$ cat src/design/rsrc_ram.sv
// ----------------------------------------------------------------------------
// Generic synchronous RAM
// One write port and one read port, read data registered.
// ----------------------------------------------------------------------------
`default_nettype none

module rsrc_ram #(
	parameter int WIDTH = 8,
	parameter int DEPTH = 16
) (
	input  wire logic                     clk,
	input  wire logic                     we,
	input  wire logic [$clog2(DEPTH)-1:0] waddr,
	input  wire logic [WIDTH-1:0]         wdata,
	input  wire logic [$clog2(DEPTH)-1:0] raddr,
	output logic      [WIDTH-1:0]         rdata
);

	logic [WIDTH-1:0] mem [DEPTH];

	always_ff @(posedge clk) begin
		if (we) begin
			mem[waddr] <= wdata;
		end
		rdata <= mem[raddr];
	end

endmodule

`default_nettype wire

$ cat config.mk
export PLATFORM = sky130hd
export DESIGN_NAME = rsrc_ram
export DESIGN_NICKNAME = d
export VERILOG_FILES = /design/src/design/rsrc_ram.sv
export SDC_FILE = /design/constraint.sdc
export NUM_CORES = 1
export LEC_CHECK = 0
export ABC_AREA = 1
export BUFFER_PORTS_ARGS = -buffer_cell sky130_fd_sc_hd__buf_2
export CAP_MARGIN = 40
export CORE_MARGIN = 4
export CORE_UTILIZATION = 45
export DETAILED_ROUTE_END_ITERATION = 10
export HOLD_SLACK_MARGIN = 0.12
export PLACE_DENSITY = 0.67
export SLEW_MARGIN = 5
export SYNTH_ARGS = -nofsm -noshare
export SYNTH_HDL_FRONTEND = slang
export SYNTH_SLANG_ARGS = --single-unit
$ cat constraint.sdc
create_clock -name clk -period 0.9 [get_ports clk]
set_input_delay 0.045 -clock clk [delete_from_list [all_inputs] [get_ports clk]]
set_output_delay 0.045 -clock clk [all_outputs]
set_load 0.1 [all_outputs]
==> results of run 1 <==
## repair_timing
item                                    4_1_cts  5_1_grt
hold buffers                                 10        0
hold endpoints to repair                    135        0
pin swaps                                    19       15
resized for setup                            35       18
endpoints found under the setup margin       16       16
## path summary, 6_finish.rpt
path / from / endpoint / slack (ps) / cells after the start
min reg2reg: mem[2][6] / rdata[6] / 670 / 6
max reg2reg: mem[11][6] / rdata[6] / -60 / 6
max: rdata[6] / rdata[6] / -80 / 1
min: raddr[2] / rdata[2] / 170 / 5
## final cells by class
cell class | count | area, sq um
sequential | 136 | 4010
multi-input combinational | 289 | 1480
timing repair buffer | 65 | 671
tap | 172 | 215
inverter | 102 | 383
clock buffer | 20 | 467
fill | 1017 | 5190
clock inverter | 12 | 141
## sequential cells by signal (all words and copies together) (netlist names)
| name | cells |
|---|---|
| rdata | 8 |
| mem | 128 |
## layer usage
metal / wire length, um / share of wire (%) / vias up / track usage, %
li1: - / - / 1892 / -
met1: 5510 / 42 / 1873 / 25.1
met2: 6390 / 49 / 113 / 29.6
met3: 777 / 6.0 / 24 / 4.85
met4: 311 / 2.4 / 0 / 7.77
met5: 0 / 0 / - / 0
## kinds of logic (layout without fill, tap and decap cells)
group,count (synthesis),count (layout),share of synthesized area (%)
buffers and inverters,126,199,9.52
DFF,136,136,69.4
and+or+nand+nor,289,289,21.0
## worst reg2reg max path, delay by kind of cell (launching register included)
family | cells | cell delay (ps)
flops | 1 | 360
simple gates | 6 | 480
## where the power goes
group	switching (mW)	leakage [nW]	internal (mW)
logic	0.984	1.66	0.496
clock network	2.63	0.282	4.33
registers	0.0625	1.22	7.09
## cells in the final DEF, fill, tap and decap left out
cell | Yosys | routed
buf_4 | 4 | 22
nand2_2 | 0 | 3
clkinvlp_4 | 0 | 5
edfxtp_1 | 128 | 128
inv_6 | 0 | 3
nand3_1 | 97 | 49
clkinv_4 | 0 | 2
nand3_4 | 0 | 1
dlygate4sd3_1 | 0 | 10
nand3_2 | 0 | 47
nor2_2 | 0 | 6
clkbuf_8 | 0 | 3
buf_2 | 13 | 17
nand3b_1 | 2 | 2
clkbuf_16 | 0 | 17
bufinv_16 | 0 | 2
dfxtp_2 | 0 | 8
nor2_1 | 17 | 11
buf_12 | 0 | 16
inv_1 | 100 | 99
nand2_1 | 173 | 170
inv_2 | 2 | 3
## stage by stage
| stage | util [%] | area (sq um) |
|---|---|---|
| after CTS | 58.0 | 7290 |
| after global placement | 51.0 | 6410 |
| after floorplan | - | 5790 |
| after detailed placement | 51.0 | 6410 |
| after global routing | 58.7 | 7370 |
| final | 58.7 | 7370 |
==> impl_results.md, run 1 <==
- Total Routing Usage GR: 18.9%
- First-pass GRT wire length: 20400 um
- Nets: 629
- Hold WS: 173 ps
- Die height: 121 um
- # H-tree levels: 4
- Detailed Routing Iterations Pass 1: 5
- Synth top cells by count: 173 x nand2_1, 128 x edfxtp_1, 100 x inv_1
- Number of synthesized flops with an enable pin: 128
- Synth warnings: 0
- Critical path required time: 850 ps
- CTS clk-pin slew, worst paths: 60 ps
- Largest net degree at the start of global routing: 49
- Fin. max-slew vios: 0
- CP Data Arrival Time: 930 ps
- Setup TNS: -893 ps
- Die ar.: 0.0147 sq mm
- Initial antenna violation count: 0
- CP max FO: 1
- Maximum VDD drop: 1.25 mV
- CP peak stage delay: 350 ps
- Final worst path period need: 979 ps
- Top-area cell type share of the netlist area: 66.7%
- Cell Pwr Density: 2110 mW/mm^2
- GPL Wtd Cong: 0.813
- Layout cells sized above 1: 24.8%
- Count of endpoints failing setup in the final report: 16
- Post-synth top area cell: edfxtp_1
- Worst setup EP type: output pin
- Sequential element share of the synthesized area: 69.4%
- HP Class: in2reg
- CP Buf/Inv Count: 1
- Clock Sinks: 136
- Routed wire length: 13000 um
- CTS tree: done
- Area contributors post-synth: edfxtp_1 67%, nand2_1 11%, nand3_1 8.4%
- Vias per cell: 4.90
- Num rows: 41
- Slew @ Worst Pin: 426 ps
- DRT antenna net count: 0
- Vias in the first global route: 3833
- Number of remaining DRC errors: 0
- Pre-CTS WS: -189 ps
- Root Driver: clkbuf_16
- Mapped Cells: 551
- Placed insts: 754
- Failing checks: negative setup slack
- Area Overhead vs Synth: 27.9%
- Clk_skew: 8.60 ps
- Starting Density: 45.9%
- Port bufs: 25
- Syn_nets: 569
- Max Fclk: 1.02 GHz
- Ys async rst share: 0%
- Yosys reg bits: 136
- I/O pin count: 26
- Outcome: finished, violations left
- Crit Path Class: reg2out
- Crit path cell chain: buf_12
- Via count: 3902
- Synth Cell Area: 0.00577 sq mm
- Iteration-0 DRC count of the detailed router: 300
- RSZ-0062 raised after global routing: yes
- Hold Violations, Final: 0
- Final period utilization: 109%
- Total setup buffers inserted after CTS: 0
- CP top delay family: flip-flops
- DP Wirelength: 8020 um
- Final Power: 15.6 mW
- Rel. slew slack: 71.6%
- Worst path slowest cell: dfxtp_2
- Routed len/inst: 16.3 um
- Mapped Avg Cell Area: 10.5 sq um
- Top_reg_cell synth: edfxtp_1
- Startpoint type of the worst setup path: flop
- Non-filler cells, final: 796
- Netlist cell types: 12
- Max_cap viols: 0
- Core area: 0.0126 sq mm
- CTS buffer count: 17
- Congestion Overflow GR: 0
- Die width: 121 um
- Worst Setup Slack, final: -78.6 ps
- Diodes inserted: 0
- Leakage: 3.16 nW
- Clock Path Buffers: 2
- Most common cell in the synthesized netlist: nand2_1
- Clk_lat worst skew: 420 ps
Note: power is estimated with default switching activity, not from simulation.
==> inputs of run 2 (changes only) <==
--- a/constraint.sdc
+++ b/constraint.sdc
@@ -3,2 +3,2 @@
 set_output_delay 0.045 -clock clk [all_outputs]
-set_load 0.1 [all_outputs]
+set_load 0.02 [all_outputs]
==> impl_results.md, run 2 (same netlist as run 1, synthesis figures left out) <==
- Outcome: finished, violations left
- Failing checks: negative setup slack
- Fin. max-slew vios: 0 (unchanged)
- Most frequent cells in the layout: 166 x nand2_1, 128 x edfxtp_1, 98 x inv_1
- Maximum VDD drop: 1.42 mV (+13%)
- Starting Density: 45.9% (unchanged)
- Vias per cell: 4.97 (+1.3%)
- Largest net degree at the start of global routing: 34 (-31%)
- Port bufs: 25 (unchanged)
- Congestion Overflow GR: 0 (unchanged)
- Die width: 121 um (unchanged)
- I/O pin count: 26 (unchanged)
- CTS buffer count: 17 (unchanged)
- DP Wirelength: 8200 um (+2.2%)
- Routed wire length: 13300 um (+2.8%)
- # H-tree levels: 4 (unchanged)
- Root Driver: clkbuf_16
- Sequential Area: 0.00401 sq mm (unchanged)
- HP Class: in2reg
- Die ar.: 0.0147 sq mm (unchanged)
- Max_cap viols: 0 (unchanged)
- Largest reg by FF count: mem
- CTS clk-pin slew, worst paths: 60 ps (about the same)
- CP Buf/Inv Count: 0 (-1)
- Via count: 3958 (+1.4%)
- Vias in the first global route: 3868 (+0.91%)
- Num rows: 41 (unchanged)
- Crit Path Class: reg2reg
- Area Overhead vs Synth: 26.9%
- Startpoint type of the worst setup path: flop
- Rel. slew slack: 75.8% (+4.2 points)
- Core area: 0.0126 sq mm (unchanged)
- Max Fclk: 1.04 GHz (+2.1%)
- Clk_skew: 8.69 ps (+0.0880 ps)
- Top flop regs: mem: 128 flops, rdata: 8 flops
- CP max FO: 1 (unchanged)
- Critical path required time: 1210 ps (+360 ps)
- Cell mode on critical path: nand2_1
- Clock Sinks: 136 (unchanged)
- DRT antenna net count: 0 (unchanged)
- Initial antenna violation count: 0 (unchanged)
- Leakage: 3.16 nW (-0.10%)
- First-pass GRT wire length: 20800 um (+2.0%)
- Worst path slowest cell: edfxtp_1
- Setup TNS: -355 ps (+538 ps)
- Routed len/inst: 16.7 um (+2.7%)
- CTS tree: done
- Nets: 630 (+0.16%)
- Diodes inserted: 0 (unchanged)
- Final period utilization: 106% (-2.2 points)
- Layout cells sized above 1: 25.4% (+0.60 points)
- Die height: 121 um (unchanged)
- Multi-input logic area: 0.00148 sq mm (-0.51%)
- CP Data Arrival Time: 1270 ps (+340 ps)
- Count of endpoints failing setup in the final report: 13 (-3)
- Placed insts: 756 (+0.27%)
- CP top delay family: simple AND/OR/NAND/NOR gates
- Clk_lat worst skew: 420 ps (about the same)
- Cell Pwr Density: 2110 mW/mm^2 (-0.22%)
- Max FFs per register: 128 (unchanged)
- Hold Violations, Final: 0 (unchanged)
- Iteration-0 DRC count of the detailed router: 221 (-26%)
- Non-filler cells, final: 797 (+0.13%)
- Final worst path period need: 958 ps (-20.1 ps)
- Worst Setup Slack, final: -58.5 ps (+20.1 ps)
- Total Routing Usage GR: 19.4% (+0.50 points)
- RSZ-0062 raised after global routing: yes
- GPL Wtd Cong: 0.809 (-0.52%)
- Worst setup EP type: flop
- Commonest non-fill, non-tap cell in the layout: nand2_1
- Number of remaining DRC errors: 0 (unchanged)
- Filler instances: 1007 (-0.98%)
- Clock Path Buffers: 2 (unchanged)
- Crit path cell chain: nand2_1 -> nand2_1 -> nand2_1 -> nand3_2 -> nand3_2 -> nand2_2
- Slew @ Worst Pin: 363 ps (-62.6 ps)
- Detailed Routing Iterations Pass 1: 5 (unchanged)
- CP peak stage delay: 380 ps (+30 ps)
[run 2: cell count changes in the layout (fill, tap and decap cells not counted), moves of 3 or more]
| cell | previous run | this run |
|---|---|---|
| clkbuf_8 | 3 | 0 |
| inv_6 | 3 | 0 |
| nand2_1 | 170 | 166 |
| buf_6 | 0 | 8 |
| clkinvlp_4 | 5 | 2 |
| buf_12 | 16 | 9 |
| nand2_2 | 3 | 7 |
| clkinv_2 | 0 | 7 |
[run 2: timing repair]
action	in CTS	in global routing
pin swaps	17	22
endpoints found under the hold margin	136	0
gates resized for setup	38	41
hold buffers	9	0
endpoints found under the setup margin	16	16
buffers inserted	0	0
cloned	0	0
[run 2: final timing paths]
check	depth (start not counted)	from	end	slack [ps]
setup / recovery	6	mem[3][3]	rdata[3]	-60
setup reg to reg	6	mem[3][3]	rdata[3]	-60
hold / removal	6	raddr[2]	rdata[0]	160
hold reg to reg	6	mem[11][0]	rdata[0]	670
[run 2: power by group]
| part | internal, mW | switching (mW) |
|---|---|---|
| logic | 0.430 | 0.744 |
| registers | 7.09 | 0.0520 |
| clock network | 4.58 | 2.53 |
| total | 12.1 | 3.33 |
[run 2: cell type report]
type	instances	share of cell area [%]
Clock buffer	17	5.81
Clock inverter	15	2.51
Tap cell	172	2.94
Inverter	102	5.28
Timing Repair Buffer	66	8.44
Multi-Input combinational cell	289	20.2
Sequential cell	136	54.8
[run 2: routing by layer]
metal | GRT usage, % | share of wire, % | vias up
li1 | - | - | 1903
met1 | 25.7 | 43 | 1900
met2 | 30.8 | 49 | 133
met3 | 4.80 | 6.6 | 22
met4 | 7.77 | 1.9 | 0
met5 | 0 | 0 | -
[run 2: through the flow]
step	util [%]	instance area (sq um)	hold WS (ps)	setup slack, ps	power (mW)
after floorplan	-	5780	144	-95.8	7.80
after global placement	50.2	6310	456	-247	8.22
after detailed placement	50.2	6310	465	-238	8.24
after CTS	56.8	7140	133	-78.0	15.5
after global routing	58.2	7320	184	-109	15.9
final	58.2	7320	159	-58.5	15.4
[run 2: tightest hold or removal path, delay by kind of cell]
kind / cells / cell delay (ps)
buf+inv: 3 / 290
simple gates: 3 / 200
==> inputs of run 3 (changes only) <==
- PLACE_DENSITY: 0.67 -> 0.64
- clock period: 0.9 -> 1.2 ns (I/O delays scaled with it)
==> impl_results.md, run 3 (same netlist as run 1, synthesis figures left out) <==
- Clk_skew: 5.07 ps (-3.62 ps)
- Detailed Routing Iterations Pass 1: 5 (unchanged)
- CTS tree: done
- RSZ-0062 raised after global routing: no
- Clock Path Buffers: 2 (unchanged)
- Routed wire length: 12700 um (-4.5%)
- Starting Density: 45.9% (unchanged)
- CP max FO: 16 (+15)
- Crit Path Class: in2reg
- Final Power: 11.2 mW (-28%)
- Clk_lat worst skew: 410 ps (about the same)
- Max Fclk: 0.867 GHz
- Commonest non-fill, non-tap cell in the layout: nand2_1
- Die ar.: 0.0147 sq mm (unchanged)
- Layout cells sized above 1: 13.6% (-12 points)
- Iteration-0 DRC count of the detailed router: 326 (+48%)
- Number of remaining DRC errors: 0 (unchanged)
- # H-tree levels: 4 (unchanged)
- Worst setup EP type: flop
- Cell Pwr Density: 1620 mW/mm^2 (-23%)
- Vias in the first global route: 3838 (-0.78%)
- Root Driver: clkbuf_16
- Hold Violations, Final: 0 (unchanged)
- Fin. max-slew vios: 0 (unchanged)
- CTS resizes: 0 (-100%)
- Final Util: 54.9% (-3.4 points)
- Startpoint type of the worst setup path: primary input
- Rel. slew slack: 75.5% (-0.33 points)
- Initial antenna violation count: 0 (unchanged)
- Clock Sinks: 136 (unchanged)
- Final period utilization: 96.1%
- Worst path slowest cell: dlygate4sd3_1
- Crit path cell chain: dlygate4sd3_1 -> buf_2 -> inv_1 -> buf_4 -> nand3_1 -> nand3_1 -> nand2_1
- Core area: 0.0126 sq mm (unchanged)
- I/O pin count: 26 (unchanged)
- Leakage: 3.01 nW (-4.7%)
- Area Overhead vs Synth: 19.6%
- CTS clk-pin slew, worst paths: 50 ps (about the same)
- Die height: 121 um (unchanged)
- Critical path required time: 1500 ps (+290 ps)
- Num rows: 41 (unchanged)
- DP Wirelength: 8290 um (+1.0%)
- GPL Wtd Cong: 0.844 (+4.4%)
- Slew @ Worst Pin: 368 ps (+4.94 ps)
- CTS buffer count: 17 (unchanged)
- First-pass GRT wire length: 20500 um (-1.7%)
- Nets: 630 (unchanged)
- Congestion Overflow GR: 0 (unchanged)
- Die width: 121 um (unchanged)
- Total setup buffers inserted after CTS: 0 (unchanged)
- Outcome: completed
- CP Data Arrival Time: 1450 ps (+180 ps)
- Most frequent cells in the layout: 173 x nand2_1, 128 x edfxtp_1, 100 x inv_1
- Count of endpoints failing setup in the final report: 0 (-13)
- DRT antenna net count: 0 (unchanged)
- Max FFs per register: 128 (unchanged)
- Largest reg by FF count: mem
- Diodes inserted: 0 (unchanged)
- Via count: 3885 (-1.8%)
- CP peak stage delay: 530 ps (+150 ps)
- Placed cell areas: 0.00622 sq mm (-1.3%)
- Hold WS: 175 ps (+15.9 ps)
- Final worst path period need: 1150 ps
- Cell mode on critical path: nand3_1
- Total Routing Usage GR: 18.7% (-0.65 points)
- Maximum VDD drop: 0.818 mV (-42%)
- Port bufs: 25 (unchanged)
- HP Class: in2reg
- Routed len/inst: 16.0 um (-4.5%)
- Final Cell Area: 0.00690 sq mm (-5.8%)
- Largest net degree at the start of global routing: 39 (+15%)
- Top flop regs: mem: 128 flops, rdata: 8 flops
- Vias per cell: 4.87 (-1.8%)
- Max_cap viols: 0 (unchanged)
- Setup TNS: 0 ps (+355 ps)
run 3: changes by cell type in the layout (fill, tap and decap cells not counted), moves of 4 or more:
cell and change:
dfxtp_1 +8, buf_4 +4, buf_2 +8, nand3_2 -46, nand2_1 +7, nand2_2 -7
clkbuf_1 +5, nor2_1 +6, nand3_1 +46, buf_12 -5, nor2_2 -6, buf_6 -8
dfxtp_2 -8
run 3: final cells by class:
type                       instances  area [sq um]
fill                            1087          5670
inverter                         102           383
clock inverter                    10           130
timing repair buffer              66           508
clock buffer                      22           444
multi-input combinational        289          1210
sequential                       136          4000
tap                              172           215
run 3: routing by layer:
layer  vias to the layer above  track usage (%)  wire length [um]
met4                         0             6.65               282
met1                      1847             25.5              5800
li1                       1900                -                 -
met2                       115             29.6              6000
met3                        23             4.48               663
met5                         -                0                 0
run 3: worst paths after layout:
kind / startpoint / depth (start not counted) / endpoint / slack [ps]
min: raddr[0] / 6 / rdata[1] / 180
min reg2reg: mem[11][7] / 6 / rdata[7] / 680
max: raddr[2] / 7 / rdata[4] / 50
max reg2reg: mem[3][4] / 6 / rdata[4] / 180
run 3: per-stage QoR:
| stage | setup WS, ps | cells |
|---|---|---|
| floorplan | 189 | 551 |
| global placement | 88.2 | 755 |
| detailed placement | 52.8 | 755 |
| CTS | 101 | 797 |
| global route | 9.42 | 797 |
| finish | 46.4 | 797 |
run 3: timing repair:
action,in CTS,in global routing
endpoints found under the hold margin,136,0
endpoints found under the setup margin,0,0
hold buffers,10,0
run 3: critical path, delay by kind of cell:
kind | cells | cell delay (ps)
buf+inv | 4 | 1010
simple gates | 3 | 370
run 3: report_power, final:
part | leakage (nW) | total (mW) | internal (mW) | switching (mW)
logic | 1.51 | 0.738 | 0.246 | 0.492
registers | 1.22 | 5.35 | 5.31 | 0.0346
clock network | 0.278 | 5.07 | 3.24 | 1.82
total | 3.01 | 11.2 | 8.80 | 2.35
